File: src/sv/gabm_pkg.sv
// shared types, constants and helpers for the graph adjacency bit matrix block
// depends on nothing; imported by gabm_row_unit, the top module and the bench

package gabm_pkg;

    // graph size; the vertex index fields derived from it are 4 bits wide
    localparam int MAX_VERTICES = 16;
    localparam int VIDX_W       = $clog2(MAX_VERTICES);
    localparam int VCNT_W       = $clog2(MAX_VERTICES + 1);
    localparam int ECNT_W       = 7;
    localparam int CMD_W        = 3;

    // command codes
    typedef enum logic [CMD_W-1:0] {
        CMD_ADD_V = 3'd0,
        CMD_DEL_V = 3'd1,
        CMD_ADD_E = 3'd2,
        CMD_DEL_E = 3'd3,
        CMD_QRY_V = 3'd4,
        CMD_QRY_E = 3'd5
    } cmd_t;

    // sequencer states
    typedef enum logic [3:0] {
        ST_IDLE = 4'b0001,
        ST_WALK = 4'b0010,
        ST_CNT  = 4'b0100,
        ST_DONE = 4'b1000
    } state_t;

    // request context handed to the row unit
    typedef struct packed {
        logic [CMD_W-1:0]  cmd;
        logic [VIDX_W-1:0] a;
        logic [VIDX_W-1:0] hi;
        logic [VIDX_W-1:0] lo;
        logic              self_loop;
    } row_ctrl_t;

    // per-row outcome from the row unit
    typedef struct packed {
        logic [MAX_VERTICES-1:0] row_new;
        logic                    wr;
        logic [MAX_VERTICES-1:0] nb_old;
        logic [MAX_VERTICES-1:0] nb_new;
        logic                    hit_hi;
        logic                    edge_bit;
        logic                    edge_inc;
        logic                    edge_dec;
    } row_res_t;

    // population count of one row
    function automatic logic [VCNT_W-1:0] popcount(input logic [MAX_VERTICES-1:0] v);
        logic [VCNT_W-1:0] n;
        n = '0;
        for (int i = 0; i < MAX_VERTICES; i++)
        begin
            n = n + VCNT_W'(v[i]);
        end
        return n;
    endfunction

endpackage

File: src/sv/gabm_ram.sv
// generic single-write, single-read RAM with registered read data
// no dependencies

module gabm_ram #(
    parameter int WIDTH = 16,
    parameter int DEPTH = 16
) (
    input  logic                     clk,
    input  logic                     we,
    input  logic [$clog2(DEPTH)-1:0] waddr,
    input  logic [WIDTH-1:0]         wdata,
    input  logic [$clog2(DEPTH)-1:0] raddr,
    output logic [WIDTH-1:0]         rdata
);

    logic [WIDTH-1:0] mem [DEPTH];
    logic [WIDTH-1:0] rdata_reg;

    // write port
    always_ff @(posedge clk)
    begin
        if (we)
        begin
            mem[waddr] <= wdata;
        end
    end

    // registered read port
    always_ff @(posedge clk)
    begin
        rdata_reg <= mem[raddr];
    end

    assign rdata = rdata_reg;

endmodule

File: src/sv/gabm_row_unit.sv
// row update unit: applies one request to one matrix row and extracts neighbor bits
// depends on gabm_pkg

module gabm_row_unit
    import gabm_pkg::*;
(
    input  row_ctrl_t               ctrl,
    input  logic [VIDX_W-1:0]       row_idx,
    input  logic [MAX_VERTICES-1:0] row_in,
    output row_res_t                res
);

    logic [MAX_VERTICES-1:0] row_new;
    logic [MAX_VERTICES-1:0] low_mask;
    logic [MAX_VERTICES-1:0] row_bit;
    logic                    is_a;
    logic                    above_a;
    logic                    is_hi;

    assign is_a     = (row_idx == ctrl.a);
    assign above_a  = (row_idx > ctrl.a);
    assign is_hi    = (row_idx == ctrl.hi);
    assign low_mask = (MAX_VERTICES'(1) << ctrl.a) - MAX_VERTICES'(1);
    assign row_bit  = MAX_VERTICES'(1) << row_idx;

    // row modification per command
    always_comb
    begin
        row_new = row_in;
        unique case (ctrl.cmd)
            CMD_DEL_V:
            begin
                if (is_a)
                begin
                    row_new = '0;
                end
                else if (above_a)
                begin
                    row_new[ctrl.a] = 1'b0;
                end
            end
            CMD_ADD_E:
            begin
                if (is_hi && !ctrl.self_loop)
                begin
                    row_new[ctrl.lo] = 1'b1;
                end
            end
            CMD_DEL_E:
            begin
                if (is_hi && !ctrl.self_loop)
                begin
                    row_new[ctrl.lo] = 1'b0;
                end
            end
            default:
            begin
                row_new = row_in;
            end
        endcase
    end

    // neighbor bits of vertex a before and after the update
    always_comb
    begin
        res.row_new = row_new;
        res.wr      = (row_new != row_in);
        res.nb_old  = '0;
        res.nb_new  = '0;
        if (is_a)
        begin
            res.nb_old = row_in & low_mask;
            res.nb_new = row_new & low_mask;
        end
        else if (above_a)
        begin
            res.nb_old = row_in[ctrl.a] ? row_bit : '0;
            res.nb_new = row_new[ctrl.a] ? row_bit : '0;
        end
        res.hit_hi   = is_hi;
        res.edge_bit = row_new[ctrl.lo] && !ctrl.self_loop;
        // single-edge count changes; a vertex delete is counted from its old neighbors
        res.edge_inc = is_hi && (ctrl.cmd == CMD_ADD_E) &&
                       !row_in[ctrl.lo] && row_new[ctrl.lo];
        res.edge_dec = is_hi && (ctrl.cmd == CMD_DEL_E) &&
                       row_in[ctrl.lo] && !row_new[ctrl.lo];
    end

endmodule

File: src/sv/graph_adjacency_bit_matrix.sv
// graph of up to 16 vertices: lower-triangular adjacency bit matrix plus vertex set
// one request at a time; the next start is taken in the cycle the done strobe is high
// each request walks the 16 matrix rows through one RAM read port (ST_WALK), then
// uses the shared popcount unit for removed edges (ST_CNT) and then the degree
// (ST_DONE); the done strobe is registered from ST_DONE
// reset (async, active low) empties the vertex set, the matrix and the edge count;
// results come with a single-cycle done strobe and the receiver cannot stall them
// depends on gabm_pkg, gabm_ram, gabm_row_unit

module graph_adjacency_bit_matrix
    import gabm_pkg::*;
(
    input  logic                    clk,
    input  logic                    rst_n,
    input  logic                    start,
    output logic                    busy,
    input  logic [CMD_W-1:0]        command,
    input  logic [VIDX_W-1:0]       vertex_a,
    input  logic [VIDX_W-1:0]       vertex_b,
    output logic                    done,
    output logic                    vertex_present,
    output logic [VIDX_W-1:0]       vertex_degree_out,
    output logic [MAX_VERTICES-1:0] neighbor_mask,
    output logic                    edge_present,
    output logic [VCNT_W-1:0]       vertex_count,
    output logic [ECNT_W-1:0]       edge_count,
    output logic                    status
);

    state_t                  state_reg, state_next;
    logic [VIDX_W-1:0]       idx_reg;
    row_ctrl_t               ctrl_reg;
    logic                    status_reg;
    logic [MAX_VERTICES-1:0] vset_reg;
    logic [VCNT_W-1:0]       vcount_reg;
    logic [ECNT_W-1:0]       edge_total_reg;
    logic [MAX_VERTICES-1:0] nb_old_reg;
    logic [MAX_VERTICES-1:0] nb_new_reg;
    logic                    edge_hit_reg;
    logic [MAX_VERTICES-1:0] valid_reg;
    logic                    rd_valid_reg;
    logic                    done_reg;
    logic                    present_out_reg;
    logic [VIDX_W-1:0]       degree_out_reg;
    logic [MAX_VERTICES-1:0] mask_out_reg;
    logic                    edge_out_reg;
    logic [VCNT_W-1:0]       vcount_out_reg;
    logic [ECNT_W-1:0]       ecount_out_reg;
    logic                    status_out_reg;

    logic                    accept;
    logic [VIDX_W-1:0]       rd_addr;
    logic [MAX_VERTICES-1:0] ram_q;
    logic [MAX_VERTICES-1:0] row_cur;
    logic                    ram_we;
    row_res_t                row_res;
    logic [MAX_VERTICES-1:0] pc_in;
    logic [VCNT_W-1:0]       pc_out;
    logic                    req_self;

    assign accept = start && (state_reg == ST_IDLE);
    assign busy   = (state_reg != ST_IDLE);

    // matrix row storage
    assign rd_addr = (state_reg == ST_WALK) ? idx_reg + VIDX_W'(1) : '0;
    assign ram_we  = (state_reg == ST_WALK) && row_res.wr;

    gabm_ram #(
        .WIDTH (MAX_VERTICES),
        .DEPTH (MAX_VERTICES)
    ) u_rows (
        .clk   (clk),
        .we    (ram_we),
        .waddr (idx_reg),
        .wdata (row_res.row_new),
        .raddr (rd_addr),
        .rdata (ram_q)
    );

    // rows never written since reset read as empty
    assign row_cur = rd_valid_reg ? ram_q : '0;

    gabm_row_unit u_row (
        .ctrl    (ctrl_reg),
        .row_idx (idx_reg),
        .row_in  (row_cur),
        .res     (row_res)
    );

    // shared popcount: removed edges in the count step, degree in the final step
    assign pc_in  = (state_reg == ST_CNT) ? nb_old_reg : nb_new_reg;
    assign pc_out = popcount(pc_in);

    // self-loop flag for edge commands
    assign req_self = (vertex_a == vertex_b) &&
                      ((command == CMD_ADD_E) || (command == CMD_DEL_E) ||
                       (command == CMD_QRY_E));

    // sequencer
    always_comb
    begin
        state_next = state_reg;
        unique case (state_reg)
            ST_IDLE:
            begin
                if (start)
                begin
                    state_next = ST_WALK;
                end
            end
            ST_WALK:
            begin
                if (idx_reg == VIDX_W'(MAX_VERTICES - 1))
                begin
                    state_next = ST_CNT;
                end
            end
            ST_CNT:
            begin
                state_next = ST_DONE;
            end
            ST_DONE:
            begin
                state_next = ST_IDLE;
            end
            default:
            begin
                state_next = ST_IDLE;
            end
        endcase
    end

    always_ff @(posedge clk or negedge rst_n)
    begin
        if (!rst_n)
        begin
            state_reg <= ST_IDLE;
        end
        else
        begin
            state_reg <= state_next;
        end
    end

    // row valid bits and read-side valid
    always_ff @(posedge clk or negedge rst_n)
    begin
        if (!rst_n)
        begin
            valid_reg    <= '0;
            rd_valid_reg <= 1'b0;
        end
        else
        begin
            rd_valid_reg <= valid_reg[rd_addr];
            if (ram_we)
            begin
                valid_reg[idx_reg] <= 1'b1;
            end
        end
    end

    // vertex set and counts
    always_ff @(posedge clk or negedge rst_n)
    begin
        if (!rst_n)
        begin
            vset_reg       <= '0;
            vcount_reg     <= '0;
            edge_total_reg <= '0;
        end
        else
        begin
            if (accept && (command == CMD_ADD_V) && !vset_reg[vertex_a])
            begin
                vset_reg[vertex_a] <= 1'b1;
                vcount_reg         <= vcount_reg + VCNT_W'(1);
            end
            else if (accept && (command == CMD_DEL_V) && vset_reg[vertex_a])
            begin
                vset_reg[vertex_a] <= 1'b0;
                vcount_reg         <= vcount_reg - VCNT_W'(1);
            end
            if (state_reg == ST_WALK && row_res.edge_inc)
            begin
                edge_total_reg <= edge_total_reg + ECNT_W'(1);
            end
            else if (state_reg == ST_WALK && row_res.edge_dec)
            begin
                edge_total_reg <= edge_total_reg - ECNT_W'(1);
            end
            else if (state_reg == ST_CNT && ctrl_reg.cmd == CMD_DEL_V)
            begin
                edge_total_reg <= edge_total_reg - ECNT_W'(pc_out);
            end
        end
    end

    // request context and walk index
    always_ff @(posedge clk or negedge rst_n)
    begin
        if (!rst_n)
        begin
            idx_reg <= '0;
        end
        else if (accept)
        begin
            idx_reg <= '0;
        end
        else if (state_reg == ST_WALK)
        begin
            idx_reg <= idx_reg + VIDX_W'(1);
        end
    end

    always_ff @(posedge clk)
    begin
        if (accept)
        begin
            ctrl_reg.cmd       <= command;
            ctrl_reg.a         <= vertex_a;
            ctrl_reg.hi        <= (vertex_a > vertex_b) ? vertex_a : vertex_b;
            ctrl_reg.lo        <= (vertex_a > vertex_b) ? vertex_b : vertex_a;
            ctrl_reg.self_loop <= (vertex_a == vertex_b);
            status_reg         <= req_self;
        end
    end

    // neighbor and edge collection during the walk
    always_ff @(posedge clk)
    begin
        if (accept)
        begin
            nb_old_reg   <= '0;
            nb_new_reg   <= '0;
            edge_hit_reg <= 1'b0;
        end
        else if (state_reg == ST_WALK)
        begin
            nb_old_reg <= nb_old_reg | row_res.nb_old;
            nb_new_reg <= nb_new_reg | row_res.nb_new;
            if (row_res.hit_hi)
            begin
                edge_hit_reg <= row_res.edge_bit;
            end
        end
    end

    // result registers and strobe
    always_ff @(posedge clk or negedge rst_n)
    begin
        if (!rst_n)
        begin
            done_reg <= 1'b0;
        end
        else
        begin
            done_reg <= (state_reg == ST_DONE);
        end
    end

    always_ff @(posedge clk)
    begin
        if (state_reg == ST_DONE)
        begin
            present_out_reg <= vset_reg[ctrl_reg.a];
            degree_out_reg  <= pc_out[VIDX_W-1:0];
            mask_out_reg    <= nb_new_reg;
            edge_out_reg    <= edge_hit_reg;
            vcount_out_reg  <= vcount_reg;
            ecount_out_reg  <= edge_total_reg;
            status_out_reg  <= status_reg;
        end
    end

    assign done              = done_reg;
    assign vertex_present    = present_out_reg;
    assign vertex_degree_out = degree_out_reg;
    assign neighbor_mask     = mask_out_reg;
    assign edge_present      = edge_out_reg;
    assign vertex_count      = vcount_out_reg;
    assign edge_count        = ecount_out_reg;
    assign status            = status_out_reg;

    // checks
    a_done_idle: assert property (@(posedge clk) disable iff (!rst_n)
        done |-> !busy)
        else $error("result strobe while a request is in flight");

    a_accept_busy: assert property (@(posedge clk) disable iff (!rst_n)
        (start && !busy) |=> (busy && !done))
        else $error("accepted request did not start the walk");

    a_write_walk: assert property (@(posedge clk) disable iff (!rst_n)
        ram_we |-> (state_reg == ST_WALK))
        else $error("matrix row written outside the walk");

    a_vcount: assert property (@(posedge clk) disable iff (!rst_n)
        vcount_reg == popcount(vset_reg))
        else $error("vertex count out of step with vertex set");

    a_ecount: assert property (@(posedge clk) disable iff (!rst_n)
        edge_total_reg <= ECNT_W'(120))
        else $error("edge count beyond the matrix capacity");

endmodule

File: config.mk
export PLATFORM = sky130hd
export DESIGN_NAME = graph_adjacency_bit_matrix
export DESIGN_NICKNAME = d
export VERILOG_FILES = /design/src/sv/gabm_pkg.sv /design/src/sv/gabm_ram.sv /design/src/sv/gabm_row_unit.sv /design/src/sv/graph_adjacency_bit_matrix.sv
export SDC_FILE = /design/constraint.sdc
export NUM_CORES = 1
export LEC_CHECK = 0
export ABC_CLOCK_PERIOD_IN_PS = 12100
export BUFFER_PORTS_ARGS = -buffer_cell sky130_fd_sc_hd__buf_2
export CAP_MARGIN = 15
export CORE_UTILIZATION = 55
export DETAILED_ROUTE_END_ITERATION = 10
export PLACE_DENSITY = 0.75
export SETUP_SLACK_MARGIN = 0.1
export SLEW_MARGIN = 0
export SYNTH_ARGS = -nofsm -noshare
export SYNTH_HDL_FRONTEND = slang
export SYNTH_HIERARCHICAL = 1
export SYNTH_SLANG_ARGS = --single-unit
export TNS_END_PERCENT = 10
File: constraint.sdc
create_clock -name clk -period 12.1 [get_ports clk]
set_clock_uncertainty 0.15 [all_clocks]
set_input_delay 2.42 -clock clk [delete_from_list [all_inputs] [get_ports clk]]
set_output_delay 2.42 -clock clk [all_outputs]
set_load 0.02 [all_outputs]
# Yosys cells after proc, flatten, opt, wreduce, memory -nomap -nowiden

Memories as Yosys holds them, arrays and structs flattened. A register that Yosys moved wholly into a read port is not among the register bits.
Index checks and enable logic that the tools add are counted.

Flip-flop bits (word level): 139
Bits in writable memories: 256
Bits of input ports: 14
Output and inout port bits: 37
Word-level logic and storage cells: 176
Memories kept: 1

Memory list:

| memory     | depth | width | read ports | clocked after memory_dff | write ports | line           | text |
|---|---|---|---|---|---|---|---|
| u_rows.mem | 16    | 16    | 1          | 1                        | 1           | gabm_ram.sv:16 | `logic [WIDTH-1:0] mem [DEPTH];` |

Add/subtract/negate cells: 22
$lt $le $gt $ge: 11
Eq/ne operators: 19
Shifts and indexed selects: 2
Multiplexer cells: 50
Bitwise operators: 13
Reduce and logical (&&, ||, !) cells: 34

Operators by type and width:

| kind                                                                                 | count |
|---|---|
| 16-bit two-way mux                                                                   | 10 |
| 16-bit bitwise AND                                                                   | 5 |
| 16-bit OR                                                                            | 5 |
| 32-bit two-way mux                                                                   | 2 |
| 5-bit by 1-bit adder with 5-bit output                                               | 11 |
| 16-bit inverter                                                                      | 3 |
| 16-bit case mux with 3 select lines                                                  | 1 |
| 1-bit by 4-bit << shifter with 16-bit output (first input constant)                  | 2 |
| 1-bit binary-select mux with 4-bit select                                            | 7 |
| 4-bit two-way mux                                                                    | 7 |
| 4-bit by 5-bit less-than comparator with 1-bit output (second input constant)        | 5 |
| 1-bit logical AND                                                                    | 22 |
| 7-bit two-way mux                                                                    | 3 |
| 1-bit demux with 4-bit select                                                        | 4 |
| 4-bit by 1-bit greater-or-equal comparator with 1-bit output (second input constant) | 4 |
| 16-bit inequality test                                                               | 1 |
| 16-bit by 2-bit subtractor with 16-bit output (second input constant)                | 1 |
| 1-bit two-way mux                                                                    | 13 |
| 3-bit by 2-bit == test with 1-bit output (second input constant)                     | 4 |
| 4-bit == test                                                                        | 3 |
| 4-bit case mux with 3 select lines                                                   | 1 |
| 5-bit two-way mux                                                                    | 2 |
| 4-bit == test (second input constant)                                                | 2 |
| 4-bit > comparator                                                                   | 2 |
| other kinds (23)                                                                     | 31 |

# Longest topological paths before layout

Depth in word-level cells: 21
Mapped depth: 27
Gate-level depth less buffers: 24

# Cells and area by module

Netlist, hierarchy kept.

Modules (own cells, without submodules):

| module                     | instances | cells an instance | area each (um2) | sequential area each (um2) |
|---|---|---|---|---|
| gabm_ram                   | 1         | 432               | 10043.4         | 8007.7 |
| graph_adjacency_bit_matrix | 1         | 587               | 6680.2          | 3574.7 |
| gabm_row_unit              | 1         | 446               | 2904.0          | 0.0 |

# Worst setup path after synthesis

No wires, ideal clock.

Path type: register to register
Start point: reg state_reg[1]
End point: reg edge_total_reg[6]
Setup time: 0.082 ns
Arrival time: 6.562 ns
Required time: 11.868 ns
Setup slack: 5.306 ns
Cell stages (with the launch flop): 26
Path buffers: 2
Clock period less this slack: 6.794 ns
Cells stage by stage: dfrtp_1 nor4b_1 clkbuf_1 clkbuf_1 mux2i_1 fa_1 fa_1 fa_1 fa_1 inv_1 ha_1 inv_1 fa_1 inv_1 nand2_1 ha_1 and3_1 a311o_1 a21oi_1 ha_1 o21a_1 o31a_1 o22ai_1 mux2i_1 a21oi_1 o22ai_1

Longest elaborated chain between the ends: 21
Elaborated cells on any way between the ends: 26
Classes of those cells: add/sub: 16; eq/ne: 2; mux: 4; reduce/logical: 4

RTL lines:

| item                                                  | line                              | text |
|---|---|---|
| start: declaration                                    | graph_adjacency_bit_matrix.sv:30  | `state_t state_reg, state_next;` |
| start signal: assignment                              | graph_adjacency_bit_matrix.sv:141 | `state_reg <= state_next;` |
| 4-bit by 3-bit == test with 1-bit output *            | graph_adjacency_bit_matrix.sv:91  | `assign pc_in = (state_reg == ST_CNT) ? nb_old_reg : nb_new_reg;` |
| 16-bit two-way mux *                                  | graph_adjacency_bit_matrix.sv:91  |  |
| 1-bit by 1-bit adder with 2-bit output                | gabm_pkg.sv:58                    | `n = n + VCNT_W'(v[i]);` |
| 2-bit by 1-bit adder with 3-bit output                | gabm_pkg.sv:58                    |  |
| 3-bit by 1-bit adder with 4-bit output                | gabm_pkg.sv:58                    |  |
| 4-bit by 1-bit adder with 5-bit output                | gabm_pkg.sv:58                    |  |
| 5-bit by 1-bit adder with 5-bit output (10 in series) | gabm_pkg.sv:58                    |  |
| 5-bit by 1-bit adder with 5-bit output *              | gabm_pkg.sv:58                    |  |
| net pc_out[1]                                         | graph_adjacency_bit_matrix.sv:58  | `logic [VCNT_W-1:0] pc_out;` |
| 7-bit by 5-bit subtractor with 7-bit output *         | graph_adjacency_bit_matrix.sv:194 | `edge_total_reg <= edge_total_reg - ECNT_W'(pc_out);` |
| 7-bit two-way mux *                                   | graph_adjacency_bit_matrix.sv:192 | `else if (state_reg == ST_CNT && ctrl_reg.cmd == CMD_DEL_V)` |
| 7-bit two-way mux *                                   | graph_adjacency_bit_matrix.sv:188 | `else if (state_reg == ST_WALK && row_res.edge_dec)` |
| 7-bit two-way mux *                                   | graph_adjacency_bit_matrix.sv:184 | `if (state_reg == ST_WALK && row_res.edge_inc)` |
| end signal: assignment                                | graph_adjacency_bit_matrix.sv:186 | `edge_total_reg <= edge_total_reg + ECNT_W'(1);` |
| end signal: assignment                                | graph_adjacency_bit_matrix.sv:190 | `edge_total_reg <= edge_total_reg - ECNT_W'(1);` |
| end signal: assignment                                | graph_adjacency_bit_matrix.sv:194 |  |
| end: declaration                                      | graph_adjacency_bit_matrix.sv:36  | `logic [ECNT_W-1:0] edge_total_reg;` |

The timed path passes the listed nets; every way through them passes the cells marked *. The select of a mux whose other input is x is not followed.
A chain may end at the register's enable or synchronous reset.

==> flow_metrics.env <==
export IMPL_die_h_um=190.9
export IMPL_ff2ff_path_depth=23
export IMPL_yosys_top_cells_area="edfxtp_1 (47%), mux4_2 (8.1%), dfrtp_1 (6.8%)"
export IMPL_largest_register_ffs=256
export IMPL_syn2layout_area_growth_pct=10.70
export IMPL_critPathMaxStageDelay_ns=0.69
export IMPL_yosysTopAreaCell="edfxtp_1"
export IMPL_dp_cells=1925
export IMPL_drt_iter0_drc=1468
export IMPL_finalCriticalPeriod_ns=7.176
export IMPL_cts_tree="done"
export IMPL_synth_enable_flop_cells=308
export IMPL_grt_max_degree=58
export IMPL_path_cells="clkinv_1 > ha_1 > and4_1 > nor2_4 > nor2_2 > a31oi_1 > o22ai_1 > a22oi_1 > a311oi_1 > o2111a_1 > and2_1 > nor2_1 > ha_1 > and3_1 > a311o_1 > a21oi_1 > ha_1 > o21a_1 > o31a_1 > o22ai_1 > mux2i_1 > a21oi_1 > o22ai_1"
export IMPL_initial_core_util_pct=56.40
export IMPL_nets=1568
export IMPL_drv_slew=0
export IMPL_clock_root_buffer="clkbuf_16"
export IMPL_synth_top_area_share_pct=47.12
export IMPL_die_area_mm2=0.03645
export IMPL_grt_overflow=0
export IMPL_hp_class="register to register"
export IMPL_postRouteWirelength_um=55720
export IMPL_fillerInstances=2611
export IMPL_fin_cells=2003
export IMPL_crit_type="register to register"
export IMPL_synth_cells=1465
export IMPL_numPortBuffers=50
export IMPL_die_w_um=190.9
export IMPL_avgViaCountPerCell=6.597
export IMPL_startpoint_type="register"
export IMPL_grt_first_pass_wirelength_um=82600
export IMPL_fin_crit_sh_pct=59.31
export IMPL_crit_buf_inv=1
export IMPL_powerDensity_mw_per_mm2=196.7
export IMPL_track_usage_pct=31.47
export IMPL_hold_violations=0
export IMPL_synth_most_common_cell="edfxtp_1"
export IMPL_setup_viol=0
export IMPL_final_seq_area_mm2=0.01158
export IMPL_clk_latency_ns=0.58
export IMPL_firstDrtPassIters=6
export IMPL_antenna_found_initial=0
export IMPL_rsz0062_at_grt="no"
export IMPL_rows=68
export IMPL_routabilityCongestion=1.034
export IMPL_path_clk_slew_ns=0.06
export IMPL_ys_warn_count=6
export IMPL_tns_ns=0
export IMPL_yosysSeqAreaShare_pct=59.01
export IMPL_ctsLongestPathBuffers=3
export IMPL_peakVddDrop_uv=151.0
export IMPL_core_area_mm2=0.03480
export IMPL_drive_gt1_share_pct=18.54
export IMPL_critical_path_top_delay_family="compound AO/OA/AOI/OAI gates"
export IMPL_power_leakage_uw=0.007635
export IMPL_synthArstFlopShare_pct=13.14
export IMPL_dr_total_vias=13210
export IMPL_ios=51
export IMPL_timing_fmax_mhz=139.4
export IMPL_cts_setup_buffers=0
export IMPL_synth_cell_area_mm2=0.01963
export IMPL_path_depth=23
export IMPL_ant_nets=0
export IMPL_tightest_slew_ns=1.087
export IMPL_slowest_stage="edfxtp_1"
export IMPL_cts_hold_buf=0
export IMPL_multi_input_area_mm2=0.007518
export IMPL_dp_hpwl_um=37400
export IMPL_ys_flop_type="edfxtp_1"
export IMPL_yosysUniqueCellTypes=92
export IMPL_ys_seq_elements=411
export IMPL_clkSinkCount=411
export IMPL_power_uw=4274
export IMPL_arrival_ns=7.52
export IMPL_crit_path_end_kind="register"
export IMPL_drc=0
export IMPL_cts_made_buffers=42
export IMPL_crit_path_max_fanout=16
export IMPL_cap_violations=0
export IMPL_worstPathRequired_ns=12.45
export IMPL_antenna_cells=0
export IMPL_syn_num_nets=1519
export IMPL_syn_avg_cell_area_um2=13.40
export IMPL_synthTopCellsByCount="edfxtp_1 (308), nand2_1 (107), nor2_1 (102)"
export IMPL_first_global_vias=13030
export IMPL_status="finished clean"
export IMPL_regMostFlops="u_rows/mem"
export IMPL_clock_tree_htree_level_count=2
export IMPL_relSlewSlack_pct=27.27
export IMPL_holdPathStages=0
export IMPL_post_cts_resized=0
export IMPL_wl_per_cell_um=27.82
## final cells by class
cell class              count  share of cell area (%)
inverters                  44                  0.7717
clock inverters            20                  0.9041
well taps                 455                   2.620
multi-input cells         929                   34.60
flip-flops and latches    411                   53.31
clock buffers              58                   5.396
repair buffers             86                   2.396
## cell families after synthesis
group	after synthesis	synth area share (%)
XOR/XNOR	21	0.9753
AO/OA/AOI/OAI	348	11.94
flip-flops	411	59.01
multiplexers	119	11.90
AND/OR/NAND/NOR	401	10.19
buffers and inverters	125	2.977
adder cells (fa/ha/maj)	40	3.009
## worst paths after layout
kind / from / end / slack [ns]
hold reg to reg: status_reg / status / 0.29
setup / recovery: ctrl_reg[11] / edge_total_reg[6] / 4.92
hold / removal: status_reg / status / 0.29
max in group asynchronous: rst_n / valid_reg[9] / 9.45
min in group asynchronous: rst_n / edge_total_reg[5] / 1.81
setup reg to reg: ctrl_reg[11] / edge_total_reg[6] / 4.92
## worst reg2reg max path: cells and delay by family (launching register included)
kind	cells	cell delay [ns]
buffers and inverters	1	0.39
AO/OA/AOI/OAI	12	2.83
AND/OR/NAND/NOR	6	1.85
adder cells (fa/ha/maj)	3	0.99
multiplexers	1	0.23
flip-flops	1	0.69
## per-layer routing
metal / share of wire, % / up-vias / GRT usage [%]
li1: - / 5787 / -
met1: 43 / 6661 / 45.52
met2: 46 / 644 / 48.12
met3: 7.8 / 121 / 4.571
met4: 3.4 / 0 / 12.62
met5: 0 / - / 0
## power breakdown
group          leakage [uW]  internal (uW)  switching (uW)
Sequential          0.00387           1740            73.9
Clock              0.000669            745             534
Combinational       0.00309            382             801
Total               0.00764           2870            1410
## cell usage in the layout (no fill, tap or decap), types with 15 or more instances in the layout
cell type	n
nand2b_1	17
a22oi_1	35
buf_4	36
a31oi_1	16
nor3_1	21
mux4_2	71
buf_2	50
edfxtp_1	308
nor2_1	98
nand2_1	107
o22ai_1	15
and2_1	27
inv_1	39
o21ai_0	61
a21o_1	19
ha_1	28
a21oi_1	91
dfxtp_1	49
clkbuf_16	43
mux2i_1	20
nand3_1	30
dfrtp_1	53
## stage by stage
step	hold WS (ns)	setup slack, ns	util, %	area, um^2
2_1_floorplan	0.2503	5.306	-	19630
3_3_place_gp	0.2818	5.271	58.50	20360
3_5_place_dp	0.2788	5.070	58.50	20360
4_1_cts	0.2884	5.067	62.44	21730
5_1_grt	0.2990	4.487	62.44	21730
6_report	0.2860	4.924	62.44	21730
No activity file was read; power rests on OpenSTA's default activity.
